[src/rtl/core/remote_id_frame_element_finder_macros.svh]
// Assertion macros shared by the frame element finder RTL.
`ifndef REMOTE_ID_FRAME_ELEMENT_FINDER_MACROS_SVH
`define REMOTE_ID_FRAME_ELEMENT_FINDER_MACROS_SVH

// Concurrent assertion on an explicit clock and active-low reset.
`define RIDEF_ASSERT_CLK(label, clock, resetn, prop, msg) \
    label: assert property (@(posedge clock) disable iff (!resetn) prop) \
        else $error(msg);

// Concurrent assertion on the block clock clk and reset rst_n.
`define RIDEF_ASSERT(label, prop, msg) \
    `RIDEF_ASSERT_CLK(label, clk, rst_n, prop, msg)

`endif

[src/rtl/core/ridef_pkg.sv]
// Package with types and constants of the frame element finder.
`default_nettype none

package ridef_pkg;

    localparam int MAX_FRAME_DEFAULT = 4096;

    localparam logic [5:0]  START_OFFSET_RESET = 6'd24;
    localparam logic [23:0] VENDOR_OUI_RESET   = 24'hFFFF5F;
    localparam logic [7:0]  ACT_CATEGORY_RESET = 8'h0D;
    localparam logic [31:0] ACT_ID_RESET       = 32'h506F9A13;

    localparam logic [7:0] VENDOR_ELEM_ID = 8'd221;
    localparam logic [7:0] VENDOR_MIN_LEN = 8'd5;

    localparam logic [3:0] SUB_PROBE_RESP = 4'd5;
    localparam logic [3:0] SUB_BEACON     = 4'd8;
    localparam logic [3:0] SUB_ACTION     = 4'd13;

    localparam int ACT_CAT_POS       = 4;
    localparam int ACT_LAST_POS      = 8;
    localparam int ACT_ELEMENT_START = 9;
    localparam int ADDR_FIRST_POS    = 10;
    localparam int ADDR_LAST_POS     = 15;

    localparam int TDATA_IN_W  = 8;
    localparam int TUSER_IN_W  = 2;
    localparam int TDATA_OUT_W = 72;

    typedef enum logic [1:0] {
        REG_START_OFFSET = 2'd0,
        REG_VENDOR_OUI   = 2'd1,
        REG_ACT_CATEGORY = 2'd2,
        REG_ACT_ID       = 2'd3
    } reg_idx_t;

    typedef enum logic [1:0] {
        PATH_NONE    = 2'd0,
        PATH_BEACON  = 2'd1,
        PATH_ACTION  = 2'd2,
        PATH_PENDING = 2'd3
    } path_t;

    typedef enum logic [2:0] {
        PH_IDLE = 3'd0,
        PH_ID   = 3'd1,
        PH_LEN  = 3'd2,
        PH_OUI1 = 3'd3,
        PH_OUI2 = 3'd4,
        PH_OUI3 = 3'd5,
        PH_PAY  = 3'd6,
        PH_SKIP = 3'd7
    } phase_t;

endpackage

`default_nettype wire

[src/rtl/core/remote_id_frame_element_finder.sv]
// The result item is registered on the accepted last byte and is on m_tvalid the next cycle.
// One byte item per cycle while s_tready is high; the parse state is registered per byte.
// Input is stalled only while a result item waits and m_tready is low.
// Reset is asynchronous, active low; it clears the frame state and the result valid flag
// and loads the configuration registers with their defaults.
`default_nettype none
`include "remote_id_frame_element_finder_macros.svh"

module remote_id_frame_element_finder #(
    parameter int MAX_FRAME = ridef_pkg::MAX_FRAME_DEFAULT
) (
    input  wire logic                             clk,
    input  wire logic                             rst_n,
    input  wire logic                             s_tvalid,
    output logic                                  s_tready,
    // Fields from bit 0: data_byte[7:0].
    input  wire logic [ridef_pkg::TDATA_IN_W-1:0] s_tdata,
    input  wire logic                             s_tlast,
    // Fields from bit 0: first_byte[0], is_management[1].
    input  wire logic [ridef_pkg::TUSER_IN_W-1:0] s_tuser,
    output logic                                  m_tvalid,
    input  wire logic                             m_tready,
    // Fields from bit 0: found[0], frame_path[2:1], message_type[6:3],
    // payload_offset[18:7], source_address[66:19], zero fill[71:67].
    output logic [ridef_pkg::TDATA_OUT_W-1:0]     m_tdata,
    input  wire logic                             psel,
    input  wire logic                             penable,
    input  wire logic                             pwrite,
    input  wire logic [3:0]                       paddr,
    input  wire logic [31:0]                      pwdata,
    output logic [31:0]                           prdata,
    output logic                                  pready
);
    import ridef_pkg::*;

    localparam int POS_W = $clog2(MAX_FRAME + 1);
    localparam logic [POS_W-1:0] POS_MAX   = POS_W'(MAX_FRAME);
    localparam logic [POS_W-1:0] POS_CAT   = POS_W'(ACT_CAT_POS);
    localparam logic [POS_W-1:0] POS_ACT   = POS_W'(ACT_LAST_POS);
    localparam logic [POS_W-1:0] POS_AFIRST = POS_W'(ADDR_FIRST_POS);
    localparam logic [POS_W-1:0] POS_ALAST = POS_W'(ADDR_LAST_POS);
    localparam logic [POS_W-1:0] POS_ASTART = POS_W'(ACT_ELEMENT_START);

    logic [5:0]  start_off_reg;
    logic [23:0] vendor_oui_reg;
    logic [7:0]  act_cat_reg;
    logic [31:0] act_id_reg;

    logic [POS_W-1:0] pos_reg, pos_next;
    path_t            path_reg, path_next;
    logic             act_reg, act_next;
    phase_t           phase_reg, phase_next;
    logic [7:0]       rem_reg, rem_next;
    logic             cand_reg, cand_next;
    logic [47:0]      addr_reg, addr_next;
    logic             hit_reg, hit_next;
    logic [3:0]       htype_reg, htype_next;
    logic [11:0]      hoff_reg, hoff_next;

    logic                   out_valid_reg, out_valid_next;
    logic [TDATA_OUT_W-1:0] out_data_reg, out_data_next;

    logic       s_fire;
    logic       cfg_write;
    logic [7:0] b;
    logic       first_b;
    logic       mgmt;

    logic [POS_W-1:0] p;
    path_t            cur_path;
    logic             cur_act;
    phase_t           cur_phase;
    logic [7:0]       cur_rem;
    logic             cur_cand;
    logic [47:0]      cur_addr;
    logic             cur_hit;
    logic [3:0]       cur_htype;
    logic [11:0]      cur_hoff;

    logic [7:0]       act_want;
    logic             act_ok;
    logic [POS_W-1:0] walk_start;
    phase_t           ph_eff;
    logic [7:0]       oui_want;
    logic [7:0]       rem_dec;
    logic [47:0]      addr_out;
    logic [1:0]       path_out;

    assign b        = s_tdata[7:0];
    assign first_b  = s_tuser[0];
    assign mgmt     = s_tuser[1];
    assign s_tready = !out_valid_reg || m_tready;
    assign s_fire   = s_tvalid && s_tready;
    assign m_tvalid = out_valid_reg;
    assign m_tdata  = out_data_reg;
    assign pready   = 1'b1;
    assign cfg_write = psel && penable && pwrite && pready;

    always_comb
    begin
        case (reg_idx_t'(paddr[3:2]))
            REG_START_OFFSET: prdata = {26'd0, start_off_reg};
            REG_VENDOR_OUI:   prdata = {8'd0, vendor_oui_reg};
            REG_ACT_CATEGORY: prdata = {24'd0, act_cat_reg};
            REG_ACT_ID:       prdata = act_id_reg;
            default:          prdata = 32'd0;
        endcase
    end

    always_ff @(posedge clk or negedge rst_n)
    begin
        if (!rst_n)
        begin
            start_off_reg  <= START_OFFSET_RESET;
            vendor_oui_reg <= VENDOR_OUI_RESET;
            act_cat_reg    <= ACT_CATEGORY_RESET;
            act_id_reg     <= ACT_ID_RESET;
        end
        else if (cfg_write)
        begin
            case (reg_idx_t'(paddr[3:2]))
                REG_START_OFFSET: start_off_reg  <= pwdata[5:0];
                REG_VENDOR_OUI:   vendor_oui_reg <= pwdata[23:0];
                REG_ACT_CATEGORY: act_cat_reg    <= pwdata[7:0];
                REG_ACT_ID:       act_id_reg     <= pwdata;
                default:          act_id_reg     <= act_id_reg;
            endcase
        end
    end

    // A first byte restarts the frame state before this byte is parsed.
    always_comb
    begin
        p         = first_b ? '0 : pos_reg;
        cur_path  = first_b ? PATH_NONE : path_reg;
        cur_act   = first_b ? 1'b0 : act_reg;
        cur_phase = first_b ? PH_IDLE : phase_reg;
        cur_rem   = first_b ? 8'd0 : rem_reg;
        cur_cand  = first_b ? 1'b0 : cand_reg;
        cur_addr  = first_b ? 48'd0 : addr_reg;
        cur_hit   = first_b ? 1'b0 : hit_reg;
        cur_htype = first_b ? 4'd0 : htype_reg;
        cur_hoff  = first_b ? 12'd0 : hoff_reg;
    end

    always_comb
    begin
        pos_next   = p;
        path_next  = cur_path;
        act_next   = cur_act;
        phase_next = cur_phase;
        rem_next   = cur_rem;
        cand_next  = cur_cand;
        addr_next  = cur_addr;
        hit_next   = cur_hit;
        htype_next = cur_htype;
        hoff_next  = cur_hoff;

        case (p[3:0])
            4'd5:    act_want = act_id_reg[31:24];
            4'd6:    act_want = act_id_reg[23:16];
            4'd7:    act_want = act_id_reg[15:8];
            4'd8:    act_want = act_id_reg[7:0];
            default: act_want = act_cat_reg;
        endcase
        act_ok = (b == act_want);

        case (cur_phase)
            PH_OUI1: oui_want = vendor_oui_reg[23:16];
            PH_OUI2: oui_want = vendor_oui_reg[15:8];
            default: oui_want = vendor_oui_reg[7:0];
        endcase
        rem_dec = cur_rem - 8'd1;

        walk_start = '0;
        ph_eff     = PH_IDLE;

        if (p == POS_MAX)
        begin
            hit_next   = 1'b0;
            htype_next = 4'd0;
            hoff_next  = 12'd0;
        end
        else
        begin
            if (p == '0)
            begin
                if (!mgmt)
                    path_next = PATH_NONE;
                else if (b[7:4] == SUB_BEACON || b[7:4] == SUB_PROBE_RESP)
                    path_next = PATH_BEACON;
                else if (b[7:4] == SUB_ACTION)
                    path_next = PATH_PENDING;
                else
                    path_next = PATH_NONE;
            end
            else if (cur_path == PATH_PENDING && p >= POS_CAT && p <= POS_ACT)
            begin
                act_next = (p == POS_CAT) ? act_ok : (cur_act && act_ok);
                if (!act_next)
                    path_next = PATH_NONE;
                else if (p == POS_ACT)
                    path_next = PATH_ACTION;
            end

            if (p >= POS_AFIRST && p <= POS_ALAST)
                addr_next = {cur_addr[39:0], b};

            walk_start = (path_next == PATH_BEACON) ? POS_W'(start_off_reg) : POS_ASTART;
            if (cur_phase == PH_IDLE)
                ph_eff = (p == walk_start) ? PH_ID : PH_IDLE;
            else
                ph_eff = cur_phase;

            if ((path_next == PATH_BEACON || path_next == PATH_ACTION) && !cur_hit)
            begin
                case (ph_eff)
                    PH_IDLE:
                    begin
                        phase_next = PH_IDLE;
                    end
                    PH_ID:
                    begin
                        cand_next  = (b == VENDOR_ELEM_ID);
                        phase_next = PH_LEN;
                    end
                    PH_LEN:
                    begin
                        rem_next = b;
                        if (cur_cand && b >= VENDOR_MIN_LEN)
                            phase_next = PH_OUI1;
                        else
                            phase_next = (b == 8'd0) ? PH_ID : PH_SKIP;
                    end
                    PH_PAY:
                    begin
                        hit_next   = 1'b1;
                        htype_next = b[3:0];
                        hoff_next  = 12'(p);
                    end
                    PH_SKIP:
                    begin
                        rem_next = rem_dec;
                        if (rem_dec == 8'd0)
                            phase_next = PH_ID;
                    end
                    default:
                    begin
                        rem_next = rem_dec;
                        if (b != oui_want)
                            phase_next = (rem_dec == 8'd0) ? PH_ID : PH_SKIP;
                        else if (cur_phase == PH_OUI1)
                            phase_next = PH_OUI2;
                        else if (cur_phase == PH_OUI2)
                            phase_next = PH_OUI3;
                        else
                            phase_next = PH_PAY;
                    end
                endcase
            end

            pos_next = p + POS_W'(1);
        end
    end

    // Short frames leave the address right-aligned; move it to the top bytes.
    always_comb
    begin
        if (p < POS_AFIRST)
            addr_out = 48'd0;
        else if (p > POS_ALAST)
            addr_out = addr_next;
        else
        begin
            case (p[3:0])
                4'd10:   addr_out = addr_next << 40;
                4'd11:   addr_out = addr_next << 32;
                4'd12:   addr_out = addr_next << 24;
                4'd13:   addr_out = addr_next << 16;
                4'd14:   addr_out = addr_next << 8;
                default: addr_out = addr_next;
            endcase
        end

        path_out = (path_next == PATH_BEACON || path_next == PATH_ACTION) ?
                   path_next : PATH_NONE;

        out_data_next = {5'd0, addr_out,
                         hit_next ? hoff_next : 12'd0,
                         hit_next ? htype_next : 4'd0,
                         path_out, hit_next};
    end

    always_comb
    begin
        out_valid_next = out_valid_reg;
        if (s_fire && s_tlast)
            out_valid_next = 1'b1;
        else if (m_tready)
            out_valid_next = 1'b0;
    end

    always_ff @(posedge clk or negedge rst_n)
    begin
        if (!rst_n)
        begin
            out_valid_reg <= 1'b0;
        end
        else
        begin
            out_valid_reg <= out_valid_next;
        end
    end

    always_ff @(posedge clk)
    begin
        if (s_fire && s_tlast)
            out_data_reg <= out_data_next;
    end

    always_ff @(posedge clk or negedge rst_n)
    begin
        if (!rst_n)
        begin
            pos_reg   <= '0;
            path_reg  <= PATH_NONE;
            act_reg   <= 1'b0;
            phase_reg <= PH_IDLE;
            rem_reg   <= 8'd0;
            cand_reg  <= 1'b0;
            addr_reg  <= 48'd0;
            hit_reg   <= 1'b0;
            htype_reg <= 4'd0;
            hoff_reg  <= 12'd0;
        end
        else if (s_fire)
        begin
            if (s_tlast)
            begin
                pos_reg   <= '0;
                path_reg  <= PATH_NONE;
                act_reg   <= 1'b0;
                phase_reg <= PH_IDLE;
                rem_reg   <= 8'd0;
                cand_reg  <= 1'b0;
                addr_reg  <= 48'd0;
                hit_reg   <= 1'b0;
                htype_reg <= 4'd0;
                hoff_reg  <= 12'd0;
            end
            else
            begin
                pos_reg   <= pos_next;
                path_reg  <= path_next;
                act_reg   <= act_next;
                phase_reg <= phase_next;
                rem_reg   <= rem_next;
                cand_reg  <= cand_next;
                addr_reg  <= addr_next;
                hit_reg   <= hit_next;
                htype_reg <= htype_next;
                hoff_reg  <= hoff_next;
            end
        end
    end

    `RIDEF_ASSERT(a_pos_bounded, pos_reg <= POS_MAX, "byte position beyond the frame limit")
    `RIDEF_ASSERT(a_hit_needs_path,
        hit_reg |-> (path_reg == PATH_BEACON || path_reg == PATH_ACTION),
        "hit without a qualifying path")
    `RIDEF_ASSERT(a_walk_needs_path,
        (phase_reg != PH_IDLE) |-> (path_reg == PATH_BEACON || path_reg == PATH_ACTION),
        "element walk without a qualifying path")
    `RIDEF_ASSERT(a_last_clears,
        (s_fire && s_tlast) |=> (pos_reg == '0 && !hit_reg && out_valid_reg),
        "last byte did not close the frame")
    `RIDEF_ASSERT(a_miss_fields_zero,
        (out_valid_reg && !out_data_reg[0]) |-> (out_data_reg[18:3] == 16'd0),
        "result without a hit carries hit fields")

endmodule

`default_nettype wire
[config.mk]
export PLATFORM = sky130hd
export DESIGN_NAME = remote_id_frame_element_finder
export DESIGN_NICKNAME = d
export VERILOG_FILES = /design/src/rtl/core/ridef_pkg.sv /design/src/rtl/core/remote_id_frame_element_finder.sv
export VERILOG_INCLUDE_DIRS = /design/src /design/src/rtl/core
export SDC_FILE = /design/constraint.sdc
export NUM_CORES = 1
export LEC_CHECK = 0
export ABC_AREA = 1
export BUFFER_PORTS_ARGS = -buffer_cell sky130_fd_sc_hd__buf_4
export CELL_PAD_IN_SITES_DETAIL_PLACEMENT = 2
export CELL_PAD_IN_SITES_GLOBAL_PLACEMENT = 2
export CORE_ASPECT_RATIO = 0.8
export CORE_MARGIN = 3
export CORE_UTILIZATION = 30
export DETAILED_ROUTE_END_ITERATION = 8
export GPL_TIMING_DRIVEN = 0
export MAX_ROUTING_LAYER = met4
export PLACE_DENSITY = 0.76
export SETUP_SLACK_MARGIN = 0.1
export SLEW_MARGIN = 10
export SYNTH_ARGS = -nofsm -noshare
export SYNTH_HDL_FRONTEND = slang
export SYNTH_SLANG_ARGS = --single-unit
export TNS_END_PERCENT = 1
[constraint.sdc]
create_clock -name clk -period 7.55 [get_ports clk]
set_input_delay 0.3775 -clock clk [delete_from_list [all_inputs] [get_ports clk]]
set_output_delay 0.3775 -clock clk [all_outputs]
set_load 0.02 [all_outputs]
== Yosys cells after proc, flatten, opt, wreduce, memory -nomap -nowiden ==
Cells that the tools add are included.

* Flip-flop bits (word level): 231
* Latch bits: 0
* RAM bits: 0
* Memory bits (read-only): 0
* Input bits: 54
* Memories kept: 0

* Add/subtract/negate cells: 2
* Multipliers: 0
* Divide/modulo/power cells: 0
* Order comparisons: 7
* Equality and inequality tests: 33
* Shift-type cells: 0
* Multiplexer cells: 72
* Bitwise operators: 0
* Reductions and logical operators: 28

{| class="wikitable"
|+ Operators by type and width
! cell !! count
|-
| $mux 48 || 5
|-
| $pmux 48 s5 || 1
|-
| $pmux 32 s4 || 1
|-
| $mux 12 || 5
|-
| $mux 13 || 3
|-
| $mux 3 || 11
|-
| $eq 4x4->1 const B || 8
|-
| $mux 8 || 4
|-
| $pmux 8 s2 || 2
|-
| $pmux 8 s4 || 1
|-
| $le 13x4->1 const B || 2
|-
| $mux 2 || 13
|-
| $mux 4 || 5
|-
| $mux 1 || 19
|-
| $eq 4x3->1 const B || 4
|-
| $logic_not 8->1 || 2
|-
| $pmux 3 s5 || 1
|-
| $add 13x1->13 const B || 1
|-
| $eq 13x13->1 const B || 1
|-
| $eq 13x3->1 const B || 1
|-
| $eq 13x4->1 const B || 1
|-
| $eq 13x6->1 || 1
|-
| $ge 13x3->1 const B || 1
|-
| $ge 13x4->1 const B || 1
|-
| 22 further kinds || 48
|}

== Longest topological paths before layout ==
* Word-level depth: 22
* Gate-level depth with buffers: 29
* Gate-level depth less buffers: 28

== Worst setup path after synthesis ==
OpenSTA, ideal clock, no wires.

* Path type: register to register
* From: register out_valid_reg, in the netlist m_tvalid
* To: register out_data_reg[0], in the netlist m_tdata[0] (enable)
* Data arrival time: 4.005 ns
* Data required time: 7.057 ns
* Slack: 3.052 ns
* Stages on the path, launching flop included: 6
* Clock period less this slack: 4.498 ns
* Path through: dfrtp_1 > nand2_1 > nand2_1 > clkbuf_1 > buf_1 > nor2_1

* Word-level cells in the longest chain between the ends: 4

{| class="wikitable"
|+ Ends and longest elaborated chain
! element !! RTL line !! source
|-
| start: declaration || remote_id_frame_element_finder.sv:60 || <nowiki>logic out_valid_reg, out_valid_next;</nowiki>
|-
| start signal: assignment || remote_id_frame_element_finder.sv:311 || <nowiki>out_valid_reg <= out_valid_next;</nowiki>
|-
| $logic_not 1->1 || remote_id_frame_element_finder.sv:92 || <nowiki>assign s_tready = !out_valid_reg || m_tready;</nowiki>
|-
| $logic_or 1x1->1 || remote_id_frame_element_finder.sv:92 ||
|-
| named net s_tready || remote_id_frame_element_finder.sv:15 || <nowiki>output logic s_tready,</nowiki>
|-
| $logic_and 1x1->1 || remote_id_frame_element_finder.sv:93 || <nowiki>assign s_fire = s_tvalid && s_tready;</nowiki>
|-
| $logic_and 1x1->1 || remote_id_frame_element_finder.sv:317 || <nowiki>if (s_fire && s_tlast)</nowiki>
|-
| end signal: assignment || remote_id_frame_element_finder.sv:318 || <nowiki>out_data_reg <= out_data_next;</nowiki>
|-
| end: declaration || remote_id_frame_element_finder.sv:61 || <nowiki>logic [TDATA_OUT_W-1:0] out_data_reg, out_data_next;</nowiki>
|}

The timed path passes the listed nets, and every way through them passes these cells.
A chain may end at the register's enable or synchronous reset.

== Worst setup path after layout ==
* From: register pos_reg[1]
* To: register rem_reg[7]

* Word-level cells in the longest chain between the ends: 22

{| class="wikitable"
|+ Ends and longest elaborated chain
! element !! RTL line !! source
|-
| start: declaration || remote_id_frame_element_finder.sv:49 || <nowiki>logic [POS_W-1:0] pos_reg, pos_next;</nowiki>
|-
| start signal: assignment || remote_id_frame_element_finder.sv:353 || <nowiki>pos_reg <= pos_next;</nowiki>
|-
| $mux 13 * || remote_id_frame_element_finder.sv:134 || <nowiki>p = first_b ? '0 : pos_reg;</nowiki>
|-
| $eq 4x4->1 or $eq 4x3->1 (tied branches) || remote_id_frame_element_finder.sv:159 || <nowiki>case (p[3:0])</nowiki>
|-
| $pmux 8 s4 || remote_id_frame_element_finder.sv:159 ||
|-
| $eq 8x8->1 || remote_id_frame_element_finder.sv:166 || <nowiki>act_ok = (b == act_want);</nowiki>
|-
| $logic_and 1x1->1 || remote_id_frame_element_finder.sv:199 || <nowiki>act_next = (p == POS_CAT) ? act_ok : (cur_act && act_ok);</nowiki>
|-
| $mux 1 || remote_id_frame_element_finder.sv:199 ||
|-
| $mux 2 || remote_id_frame_element_finder.sv:200 || <nowiki>if (!act_next)</nowiki>
|-
| $mux 2 || remote_id_frame_element_finder.sv:197 || <nowiki>else if (cur_path == PATH_PENDING && p >= POS_CAT && p <= POS_ACT)</nowiki>
|-
| [... 6 more ...] || - ||
|-
| $mux 3 || remote_id_frame_element_finder.sv:210 || <nowiki>if (cur_phase == PH_IDLE)</nowiki>
|-
| $mux 3 || remote_id_frame_element_finder.sv:178 || <nowiki>if (p == POS_MAX)</nowiki>
|-
| $eq 3x3->1, or another cell as far along || remote_id_frame_element_finder.sv:217 || <nowiki>case (ph_eff)</nowiki>
|-
| $reduce_or 3->1 (no line) || - ||
|-
| $pmux 8 s2 || remote_id_frame_element_finder.sv:217 ||
|-
| $mux 8 || remote_id_frame_element_finder.sv:215 || <nowiki>if ((path_next == PATH_BEACON || path_next == PATH_ACTION) && !cur_hit)</nowiki>
|-
| $mux 8 * || remote_id_frame_element_finder.sv:178 ||
|-
| $mux 8 * || remote_id_frame_element_finder.sv:338 || <nowiki>if (s_tlast)</nowiki>
|-
| end signal: assignment || remote_id_frame_element_finder.sv:357 || <nowiki>rem_reg <= rem_next;</nowiki>
|-
| end: declaration || remote_id_frame_element_finder.sv:53 || <nowiki>logic [7:0] rem_reg, rem_next;</nowiki>
|}

Mark *: on every way between the ends. The rest lies on a longest branch, timed or not. The select of a mux whose other input is x is not followed.

==> impl_metrics.py <==
metrics = {
    "placed_design": {
        "io_buffer_count": 152,
        "gp_congestion": 0.9238,
        "dpl.hpwl_microns": 43240,
        "pre_cts_ws_ps": 3003,
    },
    "clock_network": {
        "clock-root-buffer": "clkbuf_16",
        "cts_tree": "yes",
        "clk_pin_slew_worst_paths_ps": 70,
        "cts_inserted_buffers": 27,
        "post_cts_buffers": 0,
        "clock_latency_ps": 560,
        "cts_buffer_depth": 3,
        "htree_levels": 1,
        "ctsResizeCount": 0,
        "clock_sinks": 231,
    },
    "global_routing": {
        "grt_use_total_pct": 25.62,
        "overflow": 0,
        "antenna_found_initial": 0,
        "grt_pass1_vias": 14100,
        "grt_pass1_wl_microns": 87300,
        "grt_start_max_net_pins": 102,
    },
    "logic_synthesis": {
        "yosys_warnings": 0,
        "syn_area_sq_um": 12960,
        "ys_async_sr_fraction_pct": 71.00,
        "seq_area_frac_synth_pct": 47.59,
        "synth_ff_type": "dfrtp_1",
        "yosys.area.top_type": "dfrtp_1",
        "netlist-cell-type-count": 50,
        "synth_top_area_share_pct": 23.55,
        "syn_avg_cell_area_sq_um": 7.651,
        "ys_seq_elements": 231,
        "synthTopCellsByArea": "dfrtp_1 24%, edfxtp_1 16%, nand2_1 14%",
        "synth_edf_count": 67,
        "synthCells": 1694,
    },
    "setup_path": {
        "critical-path-slowest-cell": "nor3_1",
        "r2r-start": "pos_reg[1]$_DFFE_PN0P_",
        "reg2reg_setup_slack_ps": 3100,
        "crit_path_max_incr_delay_ps": 560,
        "start_kind": "flip-flop",
        "critical_path.top_delay_family": "simple AND/OR/NAND/NOR gates",
        "r2r_end": "rem_reg[7]$_DFFE_PN0P_",
        "cp.buffers_inverters": 1,
        "path_cells": "inv_1 -> nor2_1 -> nand2_2 -> nor2_1 -> nand2_1 -> nand2_1 -> nor2_1 -> nand2_1 -> nand2_1 -> nand2_1 -> nand2_1 -> nor2_1 -> nand3_1 -> nand2_1 -> nand2_1 -> ha_1 -> nor2_1 -> nand2_1 -> nor3_1 -> o21ai_0 -> nand2_1 -> o21ai_0",
        "worst_ep_required_time_ps": 7940,
        "end_kind": "flip-flop",
        "crit_type": "reg2reg",
        "critical_path_peak_fanout": 9,
        "reg2reg_depth": 22,
        "cp_common_cell": "nand2_1",
        "worstPathArrival_ps": 4840,
    },
    "cells_and_area": {
        "largest_register_ffs": 67,
        "layout_common_cells": "477 x nand2_1, 208 x o21ai_0, 189 x inv_1, 159 x buf_4, 141 x nor2_1",
        "nets": 1940,
        "regArea_sq_um": 6168,
        "n_fill_cell": 4895,
        "final_common_cell": "nand2_1",
        "area_delta_synth_final_pct": 22.14,
        "drive_above_1_share_pct": 16.18,
        "multi_input_area_sq_um": 5657,
        "diodes": 0,
    },
    "sta": {
        "fin_ws_ps": 3102,
        "maxSlewViolCount": 0,
        "max_slew_margin_pct": 29.52,
        "hold_viol_final": 0,
        "fin_skew_ps": 27.17,
        "setup_tns_ps": 0,
        "setup_violations": 0,
        "grt_setup_unrepaired": "false",
        "max_freq_ghz": 0.2248,
        "tightest_slew_ps": 1044,
        "timing.final.crit_share_pct": 58.91,
        "fin_crit_ps": 4448,
    },
    "power": {
        "power_uw": 3545,
        "p_per_area_nw_per_um2": 223.9,
        "p_leak_uw": 0.007017,
        "vdd_ir_drop_max_mv": 0.1634,
    },
    "die": {
        "core.rowCount": 67,
        "die_y_microns": 191.9,
        "die_area_sq_um": 45750,
        "die_width_microns": 238.4,
        "coreArea_sq_um": 42250,
        "ioPinCount": 161,
        "start_util_pct": 30.68,
    },
    "detailed_routing": {
        "detail_route.first_pass.iterations": 7,
        "post_drt_wl_per_cell_microns": 23.38,
        "vias": 13180,
        "post-route-drc-count": 0,
        "drt_iter0_drc": 986,
        "wirelength_microns": 57400,
        "via_per_inst": 5.369,
        "final_antenna_net_count": 0,
    },
    "worst_hold_path": {
        "hold_class": "in2reg",
        "min_to": "act_id_reg[31]$_DFFE_PN0P_",
        "min_from": "pwdata[31]",
        "hold-path-cell-count": 3,
    },
    "flow_run": {
        "cap_violations": 0,
    },
    "outcome": {
        "outcome": "finished, final reports clean",
    },
}
layout make-up:
| class | count | area share (%) |
|---|---|---|
| repair buffers | 156 | 7.745 |
| flip-flops and latches | 231 | 38.96 |
| inverters | 198 | 4.695 |
| multi-input cells | 1182 | 35.73 |
| plain buffers | 87 | 2.624 |
| clock inverters | 17 | 1.367 |
| well taps | 552 | 4.363 |
| clock buffers | 32 | 4.513 |
what timing repair did:
item	CTS	global route
hold buffers	1	0
setup endpoints to repair	0	0
hold endpoints to repair	63	0
per-layer routing:
metal / global-route usage, % / wire length (microns)
met1: 36.85 / 27950
met4: 4.812 / 1037
met3: 3.603 / 3181
met2: 38.79 / 25230
met5: - / 0
worst max-delay path by stage:
stage                                      to              startpoint  depth (start not counted)  slack, ps
finish                 rem_reg[7]$_DFFE_PN0P_  pos_reg[1]$_DFFE_PN0P_                         22       3100
global placement    m_tdata[66]$_SDFFCE_PP0P_                m_tready                          7       1380
floorplan                m_tdata[0]$_DFFE_PP_    m_tvalid$_DFFE_PN0P_                          5       3050
CTS                    rem_reg[7]$_DFFE_PN0P_  pos_reg[1]$_DFFE_PN0P_                         22       3140
detailed placement     rem_reg[7]$_DFFE_PN0P_              s_tuser[0]                         23       3000
global route           rem_reg[7]$_DFFE_PN0P_  pos_reg[1]$_DFFE_PN0P_                         22       2560
logic make-up (layout without fill, tap and decap cells):
kind of cell             Yosys count  in the layout  synth area share [%]
multiplexers                       1              1               0.08687
buffers and inverters            285            490                 8.939
flip-flops                       231            231                 47.59
AND/OR/NAND/NOR                  769            769                 24.63
other                              2              6               0.05794
AO/OA/AOI/OAI                    395            395                 17.87
adder cells (fa/ha/maj)            3              3                0.2896
XOR/XNOR                           8              8                0.5406
Yosys cell counts, types with 3 or more instances:
| cell | n |
|---|---|
| a211oi_1 | 4 |
| a21oi_1 | 28 |
| a22o_1 | 4 |
| a31oi_1 | 13 |
| buf_1 | 7 |
| buf_2 | 11 |
| buf_4 | 8 |
| buf_6 | 6 |
| clkbuf_1 | 55 |
| clkinv_1 | 3 |
| dfrtp_1 | 122 |
| dfstp_2 | 42 |
| edfxtp_1 | 67 |
| ha_1 | 3 |
| inv_1 | 189 |
| inv_2 | 6 |
| nand2_1 | 477 |
| nand2_2 | 11 |
| nand3_1 | 76 |
| nand3_2 | 3 |
| nand4_1 | 15 |
| nor2_1 | 142 |
| nor2_2 | 5 |
| nor2_4 | 4 |
| nor3_1 | 24 |
| nor4_1 | 7 |
| o2111ai_1 | 6 |
| o21a_1 | 7 |
| o21ai_0 | 208 |
| o21ai_1 | 9 |
| o21ai_2 | 3 |
| o21ai_4 | 6 |
| o221ai_1 | 10 |
| o22ai_1 | 88 |
| xor2_1 | 6 |
stage by stage:
step	instance area, sq um	utilization, %	hold WS (ps)	cells
final	15830	37.47	29.14	2455
after global routing	15830	37.47	26.05	2455
after CTS	15830	37.47	6.901	2455
after detailed placement	14890	35.24	382.5	2405
after global placement	14810	35.05	464.6	2402
after floorplan	12980	-	81.91	1698
tightest hold or removal path, cell delays in order:
cell and delay [ps]:
buf_4 80, nand2_1 40, o21ai_0 60
where the power goes:
group          total [uW]  internal (uW)  switching, uW
Combinational         583            186            397
Sequential           1540           1440           95.4
Clock                1430            846            580
Total                3550           2470           1070
Note: power is estimated with default switching activity, not from simulation.
